<file path="src/rtl/efp_pkg.sv">
// ----------------------------------------------------------------------------
// efp_pkg
// Shared types and constants of the event frame parser: transaction structs,
// frame phases, result status codes and register indexes.
// ----------------------------------------------------------------------------
package efp_pkg;

    localparam int POS_PAYLOAD_BYTES   = 20;
    localparam int LIGHT_PAYLOAD_BYTES = 4;
    localparam int TIME_BYTES          = 4;
    localparam int IDX_W               = $clog2(POS_PAYLOAD_BYTES);
    localparam int TIME_IDX_W          = $clog2(TIME_BYTES);
    localparam int CODE_W              = 8;
    localparam int CFG_INDEX_W         = 1;

    typedef enum logic [CFG_INDEX_W-1:0] {
        CFG_POSITION_CODE = 1'd0,
        CFG_LIGHT_CODE    = 1'd1
    } cfg_index_t;

    typedef enum logic [1:0] {
        PH_TYPE    = 2'd0,
        PH_TIME    = 2'd1,
        PH_PAYLOAD = 2'd2,
        PH_DISCARD = 2'd3
    } phase_t;

    typedef enum logic [1:0] {
        ST_POS     = 2'd0,
        ST_LIGHT   = 2'd1,
        ST_UNKNOWN = 2'd2,
        ST_TRUNC   = 2'd3
    } status_t;

    typedef struct packed {
        logic [7:0] data_byte;
        logic       buffer_end;
    } in_item_t;

    typedef struct packed {
        status_t            status;
        logic [31:0]        time_ms;
        logic signed [31:0] pos_x;
        logic signed [31:0] pos_y;
        logic signed [31:0] pos_z;
        logic signed [15:0] vel_x;
        logic signed [15:0] vel_y;
        logic signed [15:0] vel_z;
        logic signed [15:0] yaw;
        logic [7:0]         light_index;
        logic [23:0]        colour;
    } out_item_t;

endpackage

</file>
<file path="src/rtl/efp_frame_fsm.sv">
// ----------------------------------------------------------------------------
// efp_frame_fsm
// Frame state, timestamp and payload registers, and the single-pass logic
// that turns one accepted byte into the next state and an optional result.
// ----------------------------------------------------------------------------
module efp_frame_fsm (
    input  logic                              aclk,
    input  logic                              aresetn,
    input  logic                              accept,
    input  efp_pkg::in_item_t                 in_item,
    input  logic [efp_pkg::CODE_W-1:0]        position_code,
    input  logic [efp_pkg::CODE_W-1:0]        light_code,
    output logic                              res_valid,
    output efp_pkg::out_item_t                res_item
);
    import efp_pkg::*;

    localparam logic [IDX_W-1:0] POS_LAST   = IDX_W'(POS_PAYLOAD_BYTES - 1);
    localparam logic [IDX_W-1:0] LIGHT_LAST = IDX_W'(LIGHT_PAYLOAD_BYTES - 1);
    localparam logic [IDX_W-1:0] TIME_LAST  = IDX_W'(TIME_BYTES - 1);

    phase_t                       phase_reg, phase_next;
    logic [IDX_W-1:0]             idx_reg, idx_next;
    logic [CODE_W-1:0]            type_reg, type_next;
    logic                         kind_pos_reg, kind_pos_next;
    logic [TIME_BYTES-1:0][7:0]   time_acc_reg, time_acc_next;
    logic [7:0]                   payload_reg [POS_PAYLOAD_BYTES];
    logic                         pay_we;

    logic [7:0]                   b;
    logic                         last;
    logic [TIME_BYTES-1:0][7:0]   time_view;
    logic [7:0]                   view [POS_PAYLOAD_BYTES];
    logic                         type_is_pos;
    logic                         type_known;
    logic                         time_final;
    logic                         pay_final;

    assign b           = in_item.data_byte;
    assign last        = in_item.buffer_end;
    assign type_is_pos = (type_reg == position_code);
    assign type_known  = type_is_pos || (type_reg == light_code);
    assign time_final  = (idx_reg == TIME_LAST);
    assign pay_final   = (idx_reg == (kind_pos_reg ? POS_LAST : LIGHT_LAST));

    always_comb begin
        for (int j = 0; j < TIME_BYTES; j++) begin
            time_view[j] = (idx_reg[TIME_IDX_W-1:0] == TIME_IDX_W'(j)) ? b : time_acc_reg[j];
        end
        for (int i = 0; i < POS_PAYLOAD_BYTES; i++) begin
            view[i] = (idx_reg == IDX_W'(i)) ? b : payload_reg[i];
        end
    end

    always_comb begin
        phase_next    = phase_reg;
        idx_next      = idx_reg;
        type_next     = type_reg;
        kind_pos_next = kind_pos_reg;
        time_acc_next = time_acc_reg;
        pay_we        = 1'b0;
        unique case (phase_reg)
            PH_TYPE: begin
                type_next     = b;
                time_acc_next = '0;
                idx_next      = '0;
                if (!last) begin
                    phase_next = PH_TIME;
                end
            end
            PH_TIME: begin
                time_acc_next = time_view;
                if (time_final) begin
                    idx_next      = '0;
                    kind_pos_next = type_is_pos;
                    if (last) begin
                        phase_next = PH_TYPE;
                    end else if (type_known) begin
                        phase_next = PH_PAYLOAD;
                    end else begin
                        phase_next = PH_DISCARD;
                    end
                end else if (last) begin
                    idx_next   = '0;
                    phase_next = PH_TYPE;
                end else begin
                    idx_next = idx_reg + IDX_W'(1);
                end
            end
            PH_PAYLOAD: begin
                pay_we = 1'b1;
                if (pay_final || last) begin
                    idx_next   = '0;
                    phase_next = PH_TYPE;
                end else begin
                    idx_next = idx_reg + IDX_W'(1);
                end
            end
            PH_DISCARD: begin
                if (last) begin
                    idx_next   = '0;
                    phase_next = PH_TYPE;
                end
            end
        endcase
    end

    always_comb begin
        res_valid = 1'b0;
        res_item  = '0;
        unique case (phase_reg)
            PH_TYPE: begin
                if (last) begin
                    res_valid       = 1'b1;
                    res_item.status = ST_TRUNC;
                end
            end
            PH_TIME: begin
                if (time_final && !type_known) begin
                    res_valid        = 1'b1;
                    res_item.status  = ST_UNKNOWN;
                    res_item.time_ms = time_view;
                end else if (last) begin
                    res_valid       = 1'b1;
                    res_item.status = ST_TRUNC;
                end
            end
            PH_PAYLOAD: begin
                if (pay_final) begin
                    res_valid        = 1'b1;
                    res_item.time_ms = time_acc_reg;
                    if (kind_pos_reg) begin
                        res_item.status = ST_POS;
                        res_item.pos_x  = {view[3], view[2], view[1], view[0]};
                        res_item.pos_y  = {view[7], view[6], view[5], view[4]};
                        res_item.pos_z  = {view[11], view[10], view[9], view[8]};
                        res_item.vel_x  = {view[13], view[12]};
                        res_item.vel_y  = {view[15], view[14]};
                        res_item.vel_z  = {view[17], view[16]};
                        res_item.yaw    = {view[19], view[18]};
                    end else begin
                        res_item.status      = ST_LIGHT;
                        res_item.light_index = view[0];
                        res_item.colour      = {view[1], view[2], view[3]};
                    end
                end else if (last) begin
                    res_valid       = 1'b1;
                    res_item.status = ST_TRUNC;
                end
            end
            PH_DISCARD: begin
                res_valid = 1'b0;
            end
        endcase
    end

    always_ff @(posedge aclk) begin
        if (!aresetn) begin
            phase_reg    <= PH_TYPE;
            idx_reg      <= '0;
            type_reg     <= '0;
            kind_pos_reg <= 1'b1;
            time_acc_reg <= '0;
        end else if (accept) begin
            phase_reg    <= phase_next;
            idx_reg      <= idx_next;
            type_reg     <= type_next;
            kind_pos_reg <= kind_pos_next;
            time_acc_reg <= time_acc_next;
        end
    end

    always_ff @(posedge aclk) begin
        if (accept && pay_we) begin
            payload_reg[idx_reg] <= b;
        end
    end

`ifndef ASSERT_OFF
    a_type_idx_zero: assert property (@(posedge aclk) disable iff (!aresetn)
        (phase_reg == PH_TYPE) |-> (idx_reg == '0))
        else $error("byte index not cleared while awaiting a type byte");

    a_time_idx_range: assert property (@(posedge aclk) disable iff (!aresetn)
        (phase_reg == PH_TIME) |-> (idx_reg <= TIME_LAST))
        else $error("timestamp byte index out of range");

    a_pos_idx_range: assert property (@(posedge aclk) disable iff (!aresetn)
        (phase_reg == PH_PAYLOAD) |-> (idx_reg <= POS_LAST))
        else $error("payload byte index out of range");

    a_light_idx_range: assert property (@(posedge aclk) disable iff (!aresetn)
        (phase_reg == PH_PAYLOAD && !kind_pos_reg) |-> (idx_reg <= LIGHT_LAST))
        else $error("light payload ran past its length");
`endif

endmodule

</file>
<file path="src/rtl/efp_out_stage.sv">
// ----------------------------------------------------------------------------
// efp_out_stage
// Result register between the frame logic and the output channel. It takes
// a new result in the same cycle that the waiting one leaves.
// ----------------------------------------------------------------------------
module efp_out_stage (
    input  logic                aclk,
    input  logic                aresetn,
    input  logic                load,
    input  efp_pkg::out_item_t  load_item,
    output logic                space,
    input  logic                m_ready,
    output logic                m_valid,
    output efp_pkg::out_item_t  m_data
);
    import efp_pkg::*;

    logic      valid_reg, valid_next;
    out_item_t data_reg;

    assign space      = !valid_reg || m_ready;
    assign valid_next = load || (valid_reg && !m_ready);
    assign m_valid    = valid_reg;
    assign m_data     = data_reg;

    always_ff @(posedge aclk) begin
        if (!aresetn) begin
            valid_reg <= 1'b0;
        end else begin
            valid_reg <= valid_next;
        end
    end

    always_ff @(posedge aclk) begin
        if (load) begin
            data_reg <= load_item;
        end
    end

`ifndef ASSERT_OFF
    a_load_has_space: assert property (@(posedge aclk) disable iff (!aresetn)
        load |-> space)
        else $error("result loaded over one that was not taken");

    a_load_shows: assert property (@(posedge aclk) disable iff (!aresetn)
        load |=> (m_valid && m_data == $past(load_item)))
        else $error("loaded result not presented");

    a_idle_drains: assert property (@(posedge aclk) disable iff (!aresetn)
        (!load && m_ready) |=> !m_valid)
        else $error("result presented twice");
`endif

endmodule

</file>
<file path="src/rtl/event_frame_parser.sv">
// ----------------------------------------------------------------------------
// event_frame_parser
// Little-endian event frame parser: one byte per transaction in, one
// position, light, unknown-type or truncation record per frame out.
// ----------------------------------------------------------------------------
// The parser takes one byte in every clock cycle. Each byte updates the frame
// state in a single pass, and the record of a frame is loaded into a result
// register when its final byte is accepted. Input and output stall together
// only when a record waits in that register and the output is not ready. The
// user must write type codes on the configuration port only while no frame
// is in progress; the block does not enforce it. The codes reset to 1 and 2.
module event_frame_parser (
    input  logic                            aclk,
    input  logic                            aresetn,
    input  logic                            s_valid,
    output logic                            s_ready,
    input  efp_pkg::in_item_t               s_data,
    output logic                            m_valid,
    input  logic                            m_ready,
    output efp_pkg::out_item_t              m_data,
    input  logic                            cfg_we,
    input  logic [efp_pkg::CFG_INDEX_W-1:0] cfg_index,
    input  logic [efp_pkg::CODE_W-1:0]      cfg_wdata
);
    import efp_pkg::*;

    logic [CODE_W-1:0] position_code_reg;
    logic [CODE_W-1:0] light_code_reg;
    logic              accept;
    logic              res_valid;
    out_item_t         res_item;
    logic              space;

    assign s_ready = space;
    assign accept  = s_valid && space;

    always_ff @(posedge aclk) begin
        if (!aresetn) begin
            position_code_reg <= CODE_W'(1);
            light_code_reg    <= CODE_W'(2);
        end else if (cfg_we) begin
            unique case (cfg_index_t'(cfg_index))
                CFG_POSITION_CODE: position_code_reg <= cfg_wdata;
                CFG_LIGHT_CODE:    light_code_reg    <= cfg_wdata;
            endcase
        end
    end

    efp_frame_fsm u_frame_fsm (
        .aclk          (aclk),
        .aresetn       (aresetn),
        .accept        (accept),
        .in_item       (s_data),
        .position_code (position_code_reg),
        .light_code    (light_code_reg),
        .res_valid     (res_valid),
        .res_item      (res_item)
    );

    efp_out_stage u_out_stage (
        .aclk      (aclk),
        .aresetn   (aresetn),
        .load      (accept && res_valid),
        .load_item (res_item),
        .space     (space),
        .m_ready   (m_ready),
        .m_valid   (m_valid),
        .m_data    (m_data)
    );

endmodule

</file>
<file path="config.mk">
export PLATFORM = sky130hd
export DESIGN_NAME = event_frame_parser
export DESIGN_NICKNAME = d
export VERILOG_FILES = /design/src/rtl/efp_pkg.sv /design/src/rtl/efp_frame_fsm.sv /design/src/rtl/efp_out_stage.sv /design/src/rtl/event_frame_parser.sv
export SDC_FILE = /design/constraint.sdc
export NUM_CORES = 1
export LEC_CHECK = 0
export ABC_AREA = 1
export ABC_CLOCK_PERIOD_IN_PS = 6540
export BUFFER_PORTS_ARGS = -buffer_cell sky130_fd_sc_hd__buf_4
export CORE_ASPECT_RATIO = 1.75
export CORE_MARGIN = 2
export CORE_UTILIZATION = 52
export DETAILED_ROUTE_END_ITERATION = 10
export PLACE_DENSITY = 0.76
export REMOVE_ABC_BUFFERS = 1
export SLEW_MARGIN = 20
export SYNTH_ARGS = -nofsm -noshare
export SYNTH_HDL_FRONTEND = slang
export SYNTH_SLANG_ARGS = --single-unit
</file>
<file path="constraint.sdc">
create_clock -name aclk -period 6.54 [get_ports aclk]
set_input_delay 0.981 -clock aclk [delete_from_list [all_inputs] [get_ports aclk]]
set_output_delay 0.981 -clock aclk [all_outputs]
set_load 0.01 [all_outputs]
</file>
==> results of run 1 <==
==> worst min-delay path, delay by kind of cell (launching register included) <==
family                 cells  cell delay (ns)
DFF                        1             0.32
buffers and inverters      1             0.05
AOI/OAI and AO/OA          1             0.05
==> layout by cell type, fill, tap and decap left out, types with 3 or more instances in the layout <==
master / synthesis / final
a21oi_1: 246 / 246
a21oi_2: 21 / 21
buf_4: 3 / 261
clkbuf_1: 74 / 7
clkbuf_16: 0 / 39
clkinv_1: 3 / 10
clkinv_2: 0 / 3
clkinv_4: 0 / 3
clkinvlp_4: 0 / 5
dfxtp_1: 65 / 65
edfxtp_1: 386 / 386
ha_1: 9 / 8
inv_1: 73 / 72
inv_2: 6 / 6
inv_6: 0 / 3
nand2_1: 278 / 278
nand3_1: 131 / 131
nor2_1: 144 / 143
nor2_2: 5 / 6
o21ai_0: 96 / 96
xnor2_1: 13 / 13
==> routing by layer <==
layer  global-route usage  up-vias
li1                     -     5986
met1                0.277     6249
met4                0.124        0
met3               0.0342      109
met5                    0        -
met2                0.427      530
==> final timing paths <==
| check | start | endpoint | slack [ns] | cells after the start |
|---|---|---|---|---|
| max | u_frame_fsm.idx_reg[1]$_SDFFE_PN0P_ | u_out_stage.m_data[111]$_SDFFCE_PN0P_ | 2.64 | 13 |
| min | u_frame_fsm.time_acc_reg[31]$_SDFFE_PN0P_ | u_frame_fsm.time_acc_reg[31]$_SDFFE_PN0P_ | 0.46 | 2 |
| max reg2reg | u_frame_fsm.idx_reg[1]$_SDFFE_PN0P_ | u_out_stage.m_data[111]$_SDFFCE_PN0P_ | 2.64 | 13 |
| min reg2reg | u_frame_fsm.time_acc_reg[31]$_SDFFE_PN0P_ | u_frame_fsm.time_acc_reg[31]$_SDFFE_PN0P_ | 0.46 | 2 |
==> logic make-up (layout without fill, tap and decap cells) <==
| logic type | count (synthesis) | count (layout) | share of synthesized area |
|---|---|---|---|
| DFF | 451 | 451 | 0.707 |
| xor gates and xnor gates | 13 | 13 | 0.00624 |
| AOI/OAI and AO/OA | 371 | 371 | 0.107 |
| buffers and inverters | 187 | 418 | 0.0445 |
| adders and majority gates | 9 | 9 | 0.00617 |
| other | 0 | 1 | 0 |
| and+or+nand+nor | 569 | 569 | 0.129 |
==> per-stage QoR <==
step | cells | TNS (ns) | util
floorplan | 1497 | -16.22 | -
global placement | 2218 | 0 | 0.588
detailed placement | 2218 | 0 | 0.588
CTS | 2289 | 0 | 0.623
global route | 2291 | 0 | 0.625
finish | 2292 | 0 | 0.625
==> report_power, final <==
part	total, uW	internal (uW)	leakage (uW)	switching, uW
sequential	3260	3210	0.00410	51.0
combinational	358	125	0.00313	234
clock	2240	1210	0.000581	1030
total	5860	4550	0.00781	1310
==> final cells by class <==
class | count | area share
Clock inverter | 23 | 0.00886
Inverter | 84 | 0.0152
Clock buffer | 48 | 0.0477
Multi-Input combinational cell | 962 | 0.212
Sequential cell | 451 | 0.597
Timing Repair Buffer | 263 | 0.0932
Antenna cell | 1 | 0.000116
Tap cell | 460 | 0.0266
==> key figures, run 1 <==
Worst hold path
  – Hold Path Class: register to register

Cells and area
  – Area Growth Syn to Fin: 18.4%
  – Multi-input gate area: 0.00457 mm^2
  – Largest register FFs: 226
  – Sequential Area: 0.0129 mm^2
  – Filler Cells Inserted: 2671
  – Design Area, Final: 0.0216 mm^2
  – Share of layout cells above drive strength 1: 0.200
  – Final Net Count: 1833

Placement
  – HPWL Detailed: 27500 um
  – DP Worst Slack: 2.71 ns
  – Dpl cell area: 0.0203 mm^2
  – IO buf count: 250
  – GPL Wtd Cong: 0.855

Synth
  – Netlist cell types: 35
  – Syn Area/Cell: 11.4 um^2
  – Seq/Total Area, Yosys: 0.707
  – Synth Register Bits: 451
  – Synth top cells by count: edfxtp_1, nand2_1, a21oi_1
  – Top post-synthesis cells by area: edfxtp_1, dfxtp_1, a21oi_1
  – Post-Syn Instances: 1600
  – Largest area contributor in the netlist: edfxtp_1
  – Most common cell in the netlist: edfxtp_1
  – Post-synth EDFFs: 386
  – Netlist Area Pre-Place: 0.0182 mm^2
  – Synth Flop Type: edfxtp_1
  – Async SR Flop Fraction: 0
  – Post-synth top area share: 0.635
  – Syn. warnings: 0

Clock tree
  – CTS sink count: 451
  – Post-CTS Setup Inserts: 0
  – CTS H-Tree Depth: 2
  – TritonCTS clock tree: built
  – Clk root buf: clkbuf_16
  – Num CTS Buffers: 39
  – Max clock buf depth: 3
  – Clk_lat worst skew: 0.55 ns
  – Clock transition at path regs: 0.07 ns
  – CTS resizes: 0
  – Hold buffer count at CTS: 0

Die
  – Core Region: 0.0346 mm^2
  – Die Wd: 146 um
  – Ports: 251
  – Initial Utilization: 0.528
  – Row cnt: 90
  – DIE AREA: 0.0367 mm^2
  – Die Ht: 252 um

Routing
  – Met3 wire length: 2670 um
  – DR WL/cell: 19.7 um
  – DRC Markers: 0
  – Vias post-DR: 12900
  – Max layer used: met4
  – Starting DRT DRC Count: 1198
  – Routed vias/inst: 5.62
  – Met1 WL: 16500 um
  – Met2 Wirelength: 24000 um
  – Pre-antenna DRT Iters: 8
  – Total Wirelength: 45200 um
  – Post-route ant nets: 0

Timing
  – Pins Over Slew Limit: 0
  – Max Clk Rate: 256 MHz
  – Final setup margin: 2.64 ns
  – Final hold slack: 0.457 ns
  – Max Clock Skew: 0.0170 ns
  – RSZ-0062 raised after global routing: false
  – Setup violators final: 0
  – Worst slew margin: 0.230
  – Fin crit share: 0.596
  – Final Critical Period: 3.90 ns
  – Fin. Hold Viols: 0
  – Least-Margin Pin Slew: 1.15 ns

Global routing
  – GRT Util Overall: 0.238
  – Vias in the first global route: 12200
  – Gr ovfl total: 0
  – Initial antenna violation count: 1
  – First-pass GRT wire length: 67500 um
  – Pin count of the biggest net entering global routing: 161

Pwr
  – Power density cells: 271 mW/mm^2
  – VDD IR max: 0.224 mV
  – Total power: 5860 uW
  – Leakage: 0.00781 uW

Status
  – Outcome: completed

Run
  – Maxcap violations: 0

Worst setup path
  – WP data required: 6.74 ns
  – Critical path arrival: 4.10 ns
  – Crit path max-delay family: buffers and inverters
  – WP buf/inv: 5
  – CP max stage delay: 0.59 ns
  – Cell with the most instances on the worst path: nand2_1
  – Setup CP Type: register to register
  – Worst path slowest cell: ha_1
  – Cell Chain, Critical Path: ha_1 > inv_2 > nor2_4 > nand2_4 > inv_4 > nand4_1 > nand2_1 > nand2_1 > nand2_1 > nand2_1 > inv_8 > buf_16 > buf_4
  – Worst setup SP type: register
  – Max Fanout on Critical Path: 86
  – Setup crit end kind: register
No activity file was read; power rests on OpenSTA's default activity.
==> run 2: changes to the inputs <==
- ABC_CLOCK_PERIOD_IN_PS: 6540 -> 4100
- CORE_UTILIZATION: 52 -> 55
- PLACE_DENSITY: 0.76 -> 0.77
- clock period: 6.54 -> 4.1 ns (I/O delays scaled with it)
==> key figures, run 2 (synthesis results as in run 1) <==
Status
  – Outcome: completed (unchanged)

Die
  – Core Region: 0.0328 mm^2 (was 0.0346 mm^2)
  – Die Wd: 142 um (was 146 um)
  – Initial Utilization: 0.556 (was 0.528)
  – Die Ht: 245 um (was 252 um)
  – Row cnt: 88 (was 90)
  – DIE AREA: 0.0347 mm^2 (was 0.0367 mm^2)
  – Ports: 251 (unchanged)

Worst setup path
  – Reg2reg start: u_frame_fsm.phase_reg[1]$_SDFFE_PN0P_ (was u_frame_fsm.idx_reg[1]$_SDFFE_PN0P_)
  – Worst setup SP type: register (unchanged)
  – Critical path arrival: 3.60 ns (was 4.10 ns)
  – CP Capture Point: u_out_stage.m_data[156]$_SDFFCE_PN0P_ (was u_out_stage.m_data[111]$_SDFFCE_PN0P_)
  – FF-to-FF End: u_out_stage.m_data[156]$_SDFFCE_PN0P_ (was u_out_stage.m_data[111]$_SDFFCE_PN0P_)
  – Crit path max-delay family: buffers and inverters (unchanged)
  – Setup crit end kind: register (unchanged)
  – Worst path slowest cell: clkinv_1 (was ha_1)
  – WP data required: 4.32 ns (was 6.74 ns)
  – Max Fanout on Critical Path: 71 (was 86)
  – Cell Chain, Critical Path: inv_1 > ha_1 > clkinv_1 > nor2_1 > nand2_1 > nand2_1 > nand2_1 > inv_8 > buf_12 (was ha_1 > inv_2 > nor2_4 > nand2_4 > inv_4 > nand4_1 > nand2_1 > nand2_1 > nand2_1 > nand2_1 > inv_8 > buf_16 > buf_4)
  – Setup CP Type: register to register (unchanged)
  – CP startpoint: u_frame_fsm.phase_reg[1]$_SDFFE_PN0P_ (was u_frame_fsm.idx_reg[1]$_SDFFE_PN0P_)
  – Critical Path Stages: 9 (was 13)
  – Cell with the most instances on the worst path: nand2_1 (unchanged)
  – R2R setup slack: 0.72 ns (was 2.64 ns)
  – Worst R2R Path Depth: 9 (was 13)
  – WP buf/inv: 4 (was 5)
  – CP max stage delay: 0.76 ns (was 0.59 ns)

Placement
  – HPWL Detailed: 28400 um (was 27500 um)
  – GPL Wtd Cong: 0.883 (was 0.855)
  – DP Worst Slack: 1.22 ns (was 2.71 ns)
  – IO buf count: 250 (unchanged)
  – Dpl cells: 2181 (was 2218)

Pwr
  – Sequential cell fraction of total power: 0.545 (was 0.557)
  – Internal: 7470 uW (was 4550 uW)
  – Clock power frac: 0.394 (was 0.382)
  – Total power: 9520 uW (was 5860 uW)
  – VDD IR max: 0.349 mV (was 0.224 mV)
  – Combinational share of power: 0.061 (about the same)
  – Power density cells: 438 mW/mm^2 (was 271 mW/mm^2)
  – NetSw: 2060 uW (was 1310 uW)
  – Sw Share: 0.216 (was 0.224)
  – Leakage: 0.00795 uW (was 0.00781 uW)

Timing
  – RSZ-0062 raised after global routing: false (unchanged)
  – Final Critical Period: 3.38 ns (was 3.90 ns)
  – Setup violators final: 0 (unchanged)
  – Worst slew margin: 0.332 (was 0.230)
  – Fin. Hold Viols: 0 (unchanged)
  – Pins Over Slew Limit: 0 (unchanged)
  – Final setup margin: 0.716 ns (was 2.64 ns)
  – Least-Margin Pin Slew: 0.996 ns (was 1.15 ns)
  – Fin crit share: 0.825 (was 0.596)
  – Max Clk Rate: 295 MHz (was 256 MHz)
  – Final hold slack: 0.306 ns (was 0.457 ns)
  – Max Clock Skew: 0.0168 ns (was 0.0170 ns)

Cells and area
  – Most frequent cells in the layout: edfxtp_1, nand2_1, buf_4, a21oi_1, nor2_1 (unchanged)
  – Filler Cells Inserted: 2423 (was 2671)
  – Final Util: 0.663 (was 0.625)
  – Commonest non-fill, non-tap cell in the layout: edfxtp_1 (unchanged)
  – Sequential Area: 0.0129 mm^2 (unchanged)
  – Ant diodes: 0 (was 1)
  – Final Net Count: 1849 (was 1833)
  – Area Growth Syn to Fin: 19.2% (was 18.4%)
  – Largest register FFs: 226 (unchanged)
  – Share of layout cells above drive strength 1: 0.208 (was 0.200)
  – Non-filler cells, final: 2251 (was 2292)
  – Multi-input gate area: 0.00456 mm^2 (was 0.00457 mm^2)

Clock tree
  – CTS sink count: 451 (unchanged)
  – Hold buffer count at CTS: 0 (unchanged)
  – Max clock buf depth: 3 (unchanged)
  – TritonCTS clock tree: built (unchanged)
  – Clk_lat worst skew: 0.54 ns (was 0.55 ns)
  – Clk root buf: clkbuf_16 (unchanged)
  – CTS H-Tree Depth: 2 (unchanged)
  – CTS resizes: 0 (unchanged)
  – Post-CTS Setup Inserts: 0 (unchanged)
  – Clock transition at path regs: 0.07 ns (about the same)
  – Num CTS Buffers: 39 (unchanged)

Global routing
  – First-pass GRT wire length: 67300 um (was 67500 um)
  – GRT Util Overall: 0.252 (was 0.238)
  – Gr ovfl total: 0 (unchanged)
  – Pin count of the biggest net entering global routing: 87 (was 161)
  – Initial antenna violation count: 0 (was 1)
  – Vias in the first global route: 12500 (was 12200)

Routing
  – Pre-antenna DRT Iters: 8 (unchanged)
  – Total Wirelength: 44500 um (was 45200 um)
  – Post-route ant nets: 0 (unchanged)
  – DR WL/cell: 19.8 um (was 19.7 um)
  – Routed vias/inst: 5.70 (was 5.62)
  – Vias post-DR: 12800 (was 12900)
  – DRC Markers: 0 (unchanged)
  – Starting DRT DRC Count: 1010 (was 1198)

Run
  – Maxcap violations: 0 (unchanged)

Worst hold path
  – Hold Path Class: input port to register (was register to register)
-- run 2: cell types whose count changed in the layout (fill, tap and decap cells not counted), moves of 2 or more --
cell / before / now
clkinv_4: 3 / 0
clkinv_2: 3 / 8
inv_6: 3 / 1
buf_12: 0 / 5
buf_4: 261 / 274
clkinv_1: 10 / 6
clkbuf_16: 39 / 41
buf_16: 2 / 0
bufinv_16: 2 / 4
-- run 2: how the worst min path moves through the flow --
| stage | startpoint | to | slack [ns] | cells after the start |
|---|---|---|---|---|
| floorplan | u_frame_fsm.time_acc_reg[0]$_SDFFE_PN0P_ | u_frame_fsm.time_acc_reg[0]$_SDFFE_PN0P_ | 0.43 | 2 |
| global placement | u_frame_fsm.time_acc_reg[9]$_SDFFE_PN0P_ | u_frame_fsm.time_acc_reg[9]$_SDFFE_PN0P_ | 0.44 | 2 |
| detailed placement | u_frame_fsm.time_acc_reg[10]$_SDFFE_PN0P_ | u_frame_fsm.time_acc_reg[10]$_SDFFE_PN0P_ | 0.45 | 2 |
| CTS | cfg_wdata[7] | position_code_reg[7]$_SDFFE_PN0P_ | 0.29 | 3 |
| global route | cfg_wdata[0] | position_code_reg[0]$_SDFFE_PN1P_ | 0.31 | 3 |
| finish | cfg_wdata[7] | position_code_reg[7]$_SDFFE_PN0P_ | 0.31 | 3 |
-- run 2: cell type report --
type / instances / area share
clock buffer: 51 / 0.0503
clock inverter: 19 / 0.00949
inverter: 84 / 0.0151
multi-input combinational: 962 / 0.210
sequential: 451 / 0.593
tap: 405 / 0.0233
timing repair buffer: 279 / 0.0992
-- run 2: worst reg2reg max path, stage by stage, from the launching register on --
cell and delay (ns):
dfxtp_1 0.40, inv_1 0.11, ha_1 0.32, clkinv_1 0.77, nor2_1 0.34, nand2_1 0.08
nand2_1 0.06, nand2_1 0.13, inv_8 0.46, buf_12 0.38
-- run 2: power groups by stage --
stage	Sequential (uW)	Combinational (uW)	Clock (uW)
5_1_grt	5200	631	3970
3_5_place_dp	5290	583	0
2_1_floorplan	5350	197	0
6_report	5190	582	3750
4_1_cts	5190	585	3800
3_3_place_gp	5290	566	0
-- run 2: per-stage QoR --
step	cell area [um^2]	setup TNS (ns)
finish	21700	0
global placement	20400	0
global route	21700	0
CTS	21700	0
detailed placement	20400	0
floorplan	17800	-567.66
-- run 2: metal layers --
layer | GRT usage | part of all wire | up-vias
met4 | 0.124 | 0.046 | 0
met2 | 0.458 | 0.53 | 560
met1 | 0.286 | 0.35 | 6151
met5 | 0 | 0 | -
met3 | 0.0404 | 0.071 | 123
li1 | - | - | 6007
